[config.mk]
export PLATFORM = sky130hd
export DESIGN_NAME = keypad_chord_debounce_pulse_core
export DESIGN_NICKNAME = d
export VERILOG_FILES = /design/src/design/kcdp_pkg.sv /design/src/design/kcdp_slot.sv /design/src/design/keypad_chord_debounce_pulse_core.sv
export SDC_FILE = /design/constraint.sdc
export NUM_CORES = 2
export LEC_CHECK = 0
export ABC_AREA = 0
export BUFFER_PORTS_ARGS = -buffer_cell sky130_fd_sc_hd__clkbuf_2
export CORE_UTILIZATION = 51
export CTS_CLUSTER_DIAMETER = 120
export CTS_CLUSTER_SIZE = 25
export DETAILED_ROUTE_END_ITERATION = 12
export PLACE_DENSITY_LB_ADDON = 0.08
export REMOVE_ABC_BUFFERS = 1
export SLEW_MARGIN = 10
export SYNTH_ARGS = -nofsm -noshare
export SYNTH_HDL_FRONTEND = slang
export SYNTH_SLANG_ARGS = --single-unit
[constraint.sdc]
create_clock -name clk_i -period 23.7 [get_ports clk_i]
set_input_delay 1.185 -clock clk_i [delete_from_list [all_inputs] [get_ports clk_i]]
set_output_delay 1.185 -clock clk_i [all_outputs]
set_load 0.02 [all_outputs]
[src/design/kcdp_pkg.sv]
package kcdp_pkg;

  localparam int unsigned NUM_KEYS  = 8;
  localparam int unsigned NUM_SLOTS = NUM_KEYS + 3;
  localparam int unsigned KEY_W     = 8;
  localparam int unsigned SEL_W     = 4;
  localparam int unsigned MASK_W    = 11;
  localparam int unsigned CNT_W     = 16;
  localparam int unsigned CFG_IDX_W = 3;
  localparam int unsigned OUT_W     = 32;

  localparam logic [SEL_W-1:0] SLOT_START    = SEL_W'(0);
  localparam logic [SEL_W-1:0] SLOT_MON_DOWN = SEL_W'(NUM_KEYS);
  localparam logic [SEL_W-1:0] SLOT_MON_UP   = SEL_W'(NUM_KEYS + 1);
  localparam logic [SEL_W-1:0] SLOT_UP_DOWN  = SEL_W'(NUM_KEYS + 2);
  localparam logic [SEL_W-1:0] SLOT_NONE     = SEL_W'(NUM_KEYS + 3);

  localparam int unsigned KEY_START = 0;
  localparam int unsigned KEY_MON   = 1;
  localparam int unsigned KEY_UP    = 2;
  localparam int unsigned KEY_DOWN  = 3;

  typedef logic [CNT_W-1:0] cnt_t;

  localparam cnt_t CNT_MAX          = {CNT_W{1'b1}};
  localparam cnt_t DEB_ON_RESET     = CNT_W'(5);
  localparam cnt_t DEB_OFF_RESET    = CNT_W'(5);
  localparam cnt_t PULSE_RESET      = CNT_W'(10);
  localparam cnt_t STUCK_TMO_RESET  = CNT_W'(6000);

  typedef enum logic [CFG_IDX_W-1:0] {
    CFG_DEB_ON    = 3'd0,
    CFG_DEB_OFF   = 3'd1,
    CFG_PULSE     = 3'd2,
    CFG_STUCK_TMO = 3'd3,
    CFG_CLICK_EN  = 3'd4
  } cfg_idx_e;

  typedef struct packed {
    cnt_t deb_on;
    cnt_t deb_off;
    cnt_t pulse;
    cnt_t stuck_tmo;
    logic click_en;
  } cfg_t;

  typedef struct packed {
    logic level;
    logic pulse;
    logic start;
  } slot_status_t;

  function automatic cnt_t sat_inc(input cnt_t v);
    cnt_t r;
    r = (v == CNT_MAX) ? CNT_MAX : v + cnt_t'(1);
    return r;
  endfunction

endpackage

[src/design/kcdp_slot.sv]
module kcdp_slot import kcdp_pkg::*; (
  input  logic         clk_i,
  input  logic         rst_ni,
  input  logic         step_i,
  input  logic         select_i,
  input  logic         released_i,
  input  cfg_t         cfg_i,
  output slot_status_t status_o
);

  cnt_t det_q, det_d, rel_q, rel_d, pcnt_q, pcnt_d;
  logic level_q, level_d, pulse_q, pulse_d, auth_q, auth_d;

  cnt_t det_inc, det_a, rel_a, pcnt_a;
  logic hit, auth_a, start, level_a, pulse_a;

  always_comb begin
    det_inc = sat_inc(det_q);
    hit     = select_i && (det_inc >= cfg_i.deb_on);
    auth_a  = auth_q | released_i;
    start   = hit && auth_a && !pulse_q;
    det_a   = hit ? cfg_i.deb_on : (select_i ? det_inc : det_q);
    level_a = level_q | hit;
    rel_a   = hit ? '0 : rel_q;
    pulse_a = pulse_q | start;
    pcnt_a  = start ? '0 : pcnt_q;

    det_d   = det_a;
    rel_d   = rel_a;
    level_d = level_a;
    pcnt_d  = pcnt_a;
    pulse_d = pulse_a;
    auth_d  = auth_a;
    if (level_a) begin
      rel_d = sat_inc(rel_a);
      if (rel_d >= cfg_i.deb_off) begin
        level_d = 1'b0;
        det_d   = '0;
      end
    end
    if (pulse_a) begin
      pcnt_d = sat_inc(pcnt_a);
      if (pcnt_d >= cfg_i.pulse) begin
        pulse_d = 1'b0;
        auth_d  = 1'b0;
      end
    end
  end

  always_ff @(posedge clk_i or negedge rst_ni) begin
    if (!rst_ni) begin
      det_q   <= '0;
      rel_q   <= '0;
      pcnt_q  <= '0;
      level_q <= 1'b0;
      pulse_q <= 1'b0;
      auth_q  <= 1'b0;
    end else if (step_i) begin
      det_q   <= det_d;
      rel_q   <= rel_d;
      pcnt_q  <= pcnt_d;
      level_q <= level_d;
      pulse_q <= pulse_d;
      auth_q  <= auth_d;
    end
  end

  assign status_o.level = level_d;
  assign status_o.pulse = pulse_d;
  assign status_o.start = start;

endmodule

[src/design/keypad_chord_debounce_pulse_core.sv]
// Keypad debouncer with chord detection. Each input transaction on the s_axis
// channel carries one tick's raw key mask; each tick yields exactly one output
// transaction on the m_axis channel with the selected slot, the debounced
// level and pulse masks, the click flag and the stuck-key anomaly flag.
// The tick is held in an input register, all eleven slots and the stuck
// countdown are updated in parallel by one level of logic, and the result is
// captured in an output register. A tick passes through both registers before
// it appears on m_axis; throughput is one tick per cycle while the receiver
// does not stall. The cfg port writes the timing registers and click enable;
// the user must use it only while no tick is in flight, which the block does
// not enforce. Reset clears slot counters and flags, loads the stuck countdown
// and the timing registers with their defaults and leaves both channels empty.
// When the receiver stalls, the output register holds its result and the
// input register still takes one more tick; after that s_axis_tready drops
// until the output transaction completes. No tick is lost or repeated.
module keypad_chord_debounce_pulse_core import kcdp_pkg::*; (
  input  logic                 clk_i,
  input  logic                 rst_ni,
  input  logic                 cfg_we_i,
  input  logic [CFG_IDX_W-1:0] cfg_addr_i,
  input  logic [CNT_W-1:0]     cfg_wdata_i,
  input  logic                 s_axis_tvalid,
  output logic                 s_axis_tready,
  // key_mask[7:0]
  input  logic [KEY_W-1:0]     s_axis_tdata,
  output logic                 m_axis_tvalid,
  input  logic                 m_axis_tready,
  // selected_code[3:0], level_mask[14:4], pulse_mask[25:15], click[26],
  // stuck_anomaly[27], zero padding[31:28]
  output logic [OUT_W-1:0]     m_axis_tdata
);

  cfg_t cfg_q;

  always_ff @(posedge clk_i or negedge rst_ni) begin
    if (!rst_ni) begin
      cfg_q.deb_on    <= DEB_ON_RESET;
      cfg_q.deb_off   <= DEB_OFF_RESET;
      cfg_q.pulse     <= PULSE_RESET;
      cfg_q.stuck_tmo <= STUCK_TMO_RESET;
      cfg_q.click_en  <= 1'b0;
    end else if (cfg_we_i) begin
      case (cfg_addr_i)
        CFG_DEB_ON:    cfg_q.deb_on    <= cfg_wdata_i;
        CFG_DEB_OFF:   cfg_q.deb_off   <= cfg_wdata_i;
        CFG_PULSE:     cfg_q.pulse     <= cfg_wdata_i;
        CFG_STUCK_TMO: cfg_q.stuck_tmo <= cfg_wdata_i;
        CFG_CLICK_EN:  cfg_q.click_en  <= cfg_wdata_i[0];
        default: begin
        end
      endcase
    end
  end

  logic             in_valid_q;
  logic [KEY_W-1:0] in_mask_q;
  logic             out_valid_q;
  logic [OUT_W-1:0] out_data_q, out_data_d;
  logic             step;

  assign step          = in_valid_q && (!out_valid_q || m_axis_tready);
  assign s_axis_tready = !in_valid_q || step;

  always_ff @(posedge clk_i or negedge rst_ni) begin
    if (!rst_ni) begin
      in_valid_q  <= 1'b0;
      out_valid_q <= 1'b0;
    end else begin
      if (s_axis_tready) begin
        in_valid_q <= s_axis_tvalid;
      end
      if (step) begin
        out_valid_q <= 1'b1;
      end else if (m_axis_tready) begin
        out_valid_q <= 1'b0;
      end
    end
  end

  always_ff @(posedge clk_i) begin
    if (s_axis_tready && s_axis_tvalid) begin
      in_mask_q <= s_axis_tdata;
    end
    if (step) begin
      out_data_q <= out_data_d;
    end
  end

  logic                 k_ss, k_mon, k_up, k_dn;
  logic [SEL_W-1:0]     sel;
  logic [NUM_SLOTS-1:0] released;

  always_comb begin
    k_ss  = in_mask_q[KEY_START];
    k_mon = in_mask_q[KEY_MON];
    k_up  = in_mask_q[KEY_UP];
    k_dn  = in_mask_q[KEY_DOWN];
    sel   = SLOT_NONE;
    if (k_ss) begin
      sel = SLOT_START;
    end else if (k_mon && k_dn) begin
      sel = SLOT_MON_DOWN;
    end else if (k_mon && k_up) begin
      sel = SLOT_MON_UP;
    end else if (k_up && k_dn) begin
      sel = SLOT_UP_DOWN;
    end else begin
      for (int i = NUM_KEYS - 1; i >= 1; i--) begin
        if (in_mask_q[i]) begin
          sel = SEL_W'(i);
        end
      end
    end
    for (int i = 0; i < NUM_KEYS; i++) begin
      released[i] = !in_mask_q[i];
    end
    released[NUM_KEYS]     = !k_mon || !k_dn;
    released[NUM_KEYS + 1] = !k_mon || !k_up;
    released[NUM_KEYS + 2] = !k_up || !k_dn;
  end

  slot_status_t         status [NUM_SLOTS];
  logic [NUM_SLOTS-1:0] level_mask, pulse_mask, start_mask;

  for (genvar g = 0; g < NUM_SLOTS; g++) begin : g_slot
    kcdp_slot u_slot (
      .clk_i      (clk_i),
      .rst_ni     (rst_ni),
      .step_i     (step),
      .select_i   (sel == SEL_W'(g)),
      .released_i (released[g]),
      .cfg_i      (cfg_q),
      .status_o   (status[g])
    );
    assign level_mask[g] = status[g].level;
    assign pulse_mask[g] = status[g].pulse;
    assign start_mask[g] = status[g].start;
  end

  logic [SEL_W-1:0] prev_sel_q, stuck_sel_q, stuck_sel_d;
  cnt_t             stuck_cd_q, stuck_cd_d;
  logic             anomaly, click;

  always_comb begin
    stuck_cd_d  = (stuck_cd_q != '0) ? stuck_cd_q - cnt_t'(1) : '0;
    stuck_sel_d = stuck_sel_q;
    if ((sel == SLOT_NONE) || ((sel != prev_sel_q) && (stuck_sel_q == SLOT_NONE))) begin
      stuck_sel_d = SLOT_NONE;
      stuck_cd_d  = cfg_q.stuck_tmo;
    end
    anomaly = (stuck_cd_d == '0);
    if (anomaly) begin
      stuck_sel_d = sel;
    end
    click      = cfg_q.click_en && (|start_mask);
    out_data_d = {4'b0000, anomaly, click, MASK_W'(pulse_mask), MASK_W'(level_mask), sel};
  end

  always_ff @(posedge clk_i or negedge rst_ni) begin
    if (!rst_ni) begin
      prev_sel_q  <= SLOT_NONE;
      stuck_sel_q <= SLOT_NONE;
      stuck_cd_q  <= STUCK_TMO_RESET;
    end else if (step) begin
      prev_sel_q  <= sel;
      stuck_sel_q <= stuck_sel_d;
      stuck_cd_q  <= stuck_cd_d;
    end
  end

  assign m_axis_tvalid = out_valid_q;
  assign m_axis_tdata  = out_data_q;

`ifndef SYNTHESIS
  a_ready_only_on_stall: assert property (@(posedge clk_i) disable iff (!rst_ni)
    !s_axis_tready |-> (m_axis_tvalid && !m_axis_tready))
    else $error("input stalled while the output could advance");

  a_click_needs_slot: assert property (@(posedge clk_i) disable iff (!rst_ni)
    (m_axis_tvalid && m_axis_tdata[26]) |-> (m_axis_tdata[3:0] != SLOT_NONE))
    else $error("click reported without a selected slot");

  a_sel_in_range: assert property (@(posedge clk_i) disable iff (!rst_ni)
    m_axis_tvalid |-> (m_axis_tdata[3:0] <= SLOT_NONE))
    else $error("selected code out of range");

  a_step_fills_output: assert property (@(posedge clk_i) disable iff (!rst_ni)
    step |=> m_axis_tvalid)
    else $error("processed tick did not reach the output register");
`endif

endmodule
==> results.py <==
metrics = {
    "flow_run": {
        "cap_viol_max_count": 0,
    },
    "detailed_routing": {
        "drt_iter0_markers": 4112,
        "wl_per_cell_microns": 21.3,
        "first_pass_iters": 6,
        "routed_wl_mm": 171,
        "vias": 51100,
        "viasPerCell": 6.37,
        "drc": 0,
        "final_antenna_net_count": 0,
    },
    "power_and_ir_drop": {
        "ir_drop_v": 0.0000549,
        "power_uw": 3470,
        "power_density_nw_per_um2": 59.4,
        "p_leak_uw": 0.0262,
    },
    "placed_design": {
        "dpl.hpwl_mm": 120,
        "gp_congestion": 0.920,
        "dp_slack_ns": 14.36,
        "dpl.cell_count": 7971,
        "dpl-instance-area_sq_um": 57300,
        "port_buffers": 61,
    },
    "setup_path": {
        "crit_fanout": 19,
        "critPathKind": "reg -> reg",
        "crit_arrival_ns": 9.95,
        "cp.required_ns": 24.18,
        "endpoint_kind": "register",
        "crit_path_max_incr_delay_ns": 0.78,
        "cp_slowest_cell": "a31oi_1",
        "start_kind": "register",
        "reg2reg_slack_ns": 14.23,
        "cpMostUsedCell": "and3_1",
    },
    "sta": {
        "finalClockSkew_ns": 0.0567,
        "slew_viol_final": 0,
        "worst_slew_pin_slew_ns": 1.10,
        "maxSlewHeadroom_pct": 25.8,
        "rsz0062_at_grt": "no",
        "finalCriticalPeriod_ns": 9.47,
        "setup_viol": 0,
        "fmax_mhz": 106,
        "setup-tns-final_ns": 0,
        "fin_crit_sh_pct": 40.0,
        "fin_ws_ns": 14.23,
        "hold_violations": 0,
    },
    "grt": {
        "grt_usage_pct": 30.5,
        "grt_pass1_vias": 47600,
        "antenna_found_initial": 5,
        "grt_max_degree": 96,
        "gr-total-overflow": 0,
        "grt_pass1_wl_mm": 270,
    },
    "synthesis": {
        "syn_area_sq_um": 55600,
        "yosysSeqAreaShare_pct": 31.4,
        "ys_seq_elements": 688,
        "syn_avg_cell_area_sq_um": 8.24,
        "async_reset_ff_share_pct": 94.8,
        "synthMuxAreaShare_pct": 2.07,
        "synth_top_area_share_pct": 28.2,
        "synth_common_cells": "650 x a21oi_1, 650 x o21ai_0, 626 x dfrtp_1",
        "synth-simple-area-share_pct": 19.8,
        "synth_edf_count": 36,
        "synth_xor_area_share_pct": 5.00,
        "synth-compound-area-share_pct": 25.1,
        "synth_top_flop_cell": "dfrtp_1",
        "synthCells": 6748,
        "yosys.area_share.adder_pct": 12.7,
        "synth_top_family_by_area": "compound AO/OA/AOI/OAI gates",
        "yosysWarnings": 0,
        "synth.distinct_cells": 90,
        "synth_area_leaders": "dfrtp_1 28%, ha_1 13%, a21oi_1 5.9%",
        "yosys.area.top_type": "dfrtp_1",
    },
    "cts": {
        "cts_tree": "built",
        "root_buffer": "clkbuf_16",
        "cts_resized": 0,
        "cts.clk_slew.worst_paths_ns": 0.10,
        "cts_max_path_buffers": 3,
        "post_cts_buffers": 0,
        "h-tree-depth": 2,
        "cts_made_buffers": 35,
        "clock-sinks": 688,
        "clk_latency_ns": 0.67,
        "hold_buffers": 0,
    },
    "die": {
        "rows": 120,
        "die_h_microns": 332,
        "initial_utilization_pct": 51.7,
        "coreArea_sq_um": 108000,
        "die_w_microns": 332,
        "num_io_pins": 66,
        "dieArea_sq_um": 110000,
    },
    "finish": {
        "diodes": 0,
        "area_growth_pct": 5.12,
        "design_area_sq_um": 58400,
        "layout.nets": 7199,
        "fin_cells": 8031,
        "drive_above_1_share_pct": 6.19,
    },
    "min_path": {
        "hp-class": "reg -> reg",
    },
    "outcome": {
        "status": "finished clean",
    },
}
-- placed cells by master (no fill, tap or decap), types with 28 or more instances in the layout --
cell type	n
dfrtp_1	626
clkbuf_2	60
o21a_1	71
and2_1	98
a21o_1	103
o41ai_1	28
inv_1	193
or3_1	35
edfxtp_1	36
and3_1	191
a31oi_1	154
nor2b_1	60
o22a_1	28
o21ai_0	647
a21oi_1	645
o2bb2ai_1	106
nor2_1	514
o22ai_1	61
xnor2_1	236
and4_1	43
nand2b_1	96
xor2_1	81
nand2_1	603
nand4_1	96
a211oi_1	44
nor3_1	128
ha_1	562
o31ai_1	37
clkbuf_16	36
buf_4	123
mux2_2	80
a22o_1	59
nand3_1	279
-- final timing paths --
check / startpoint / endpoint / cells after the start
setup / recovery: g_slot[1].u_slot.det_q[0] / g_slot[1].u_slot.det_q[2] / 30
hold / removal: stuck_cd_q[6] / stuck_cd_q[6] / 2
setup reg to reg: g_slot[1].u_slot.det_q[0] / g_slot[1].u_slot.det_q[2] / 30
hold reg to reg: stuck_cd_q[6] / stuck_cd_q[6] / 2
max in group asynchronous: rst_ni / g_slot[1].u_slot.rel_q[3] / 4
min in group asynchronous: rst_ni / g_slot[4].u_slot.pcnt_q[6] / 1
-- stage by stage --
| step | hold WS [ns] | utilization (%) |
|---|---|---|
| after floorplan | 0.445 | - |
| after global placement | 0.456 | 53.3 |
| after detailed placement | 0.459 | 53.3 |
| after CTS | 0.474 | 54.3 |
| after global routing | 0.492 | 54.3 |
| final | 0.473 | 54.3 |
-- cell families (layout without fill, tap and decap cells) --
family,after synthesis,in the layout
other cells,1,4
xor+xnor,317,317
compound gates,2257,2257
buf+inv,569,446
flops,688,688
mux,105,105
fa+ha+maj,563,563
simple gates,2248,2248
-- final cells by class --
| class | instances | area [sq um] |
|---|---|---|
| clock buffer | 51 | 977 |
| multi-input combinational | 5494 | 36100 |
| fill | 10100 | 49100 |
| clock inverter | 9 | 124 |
| timing repair buffer | 184 | 1240 |
| tap | 1403 | 1760 |
| sequential | 688 | 17400 |
| inverter | 202 | 763 |
-- metal layers --
metal / vias to the layer above / GRT usage (%) / share of wire (%)
met5: - / 0 / 0.0076
met4: 2 / 9.43 / 3.2
met3: 251 / 2.90 / 5.8
met2: 1387 / 49.1 / 45
met1: 24900 / 43.2 / 46
li1: 24600 / - / -
-- sequential cells by signal, indices dropped and copies added, names as in the netlist, 8 cells and up --
name / cells
stuck_cd_q: 16
g_slot.u_slot.det_q: 176
g_slot.u_slot.pulse_q: 11
g_slot.u_slot.level_q: 11
g_slot.u_slot.rel_q: 176
g_slot.u_slot.auth_q: 11
m_axis_tdata: 28
g_slot.u_slot.pcnt_q: 176
in_mask_q: 8
cfg_q: 65
-- worst max-delay path, delay by kind of cell, from the launching register on --
family	cells	cell delay [ns]
AOI/OAI and AO/OA	9	2.43
adders and majority gates	4	0.96
buffers and inverters	1	0.28
DFF	1	0.43
and+or+nand+nor	16	5.20
-- where the power goes --
part | total [uW] | internal [uW] | switching (uW)
Clock | 762 | 319 | 444
Sequential | 1470 | 1310 | 163
Combinational | 1240 | 474 | 764
Power figures use the tool's default switching activity.
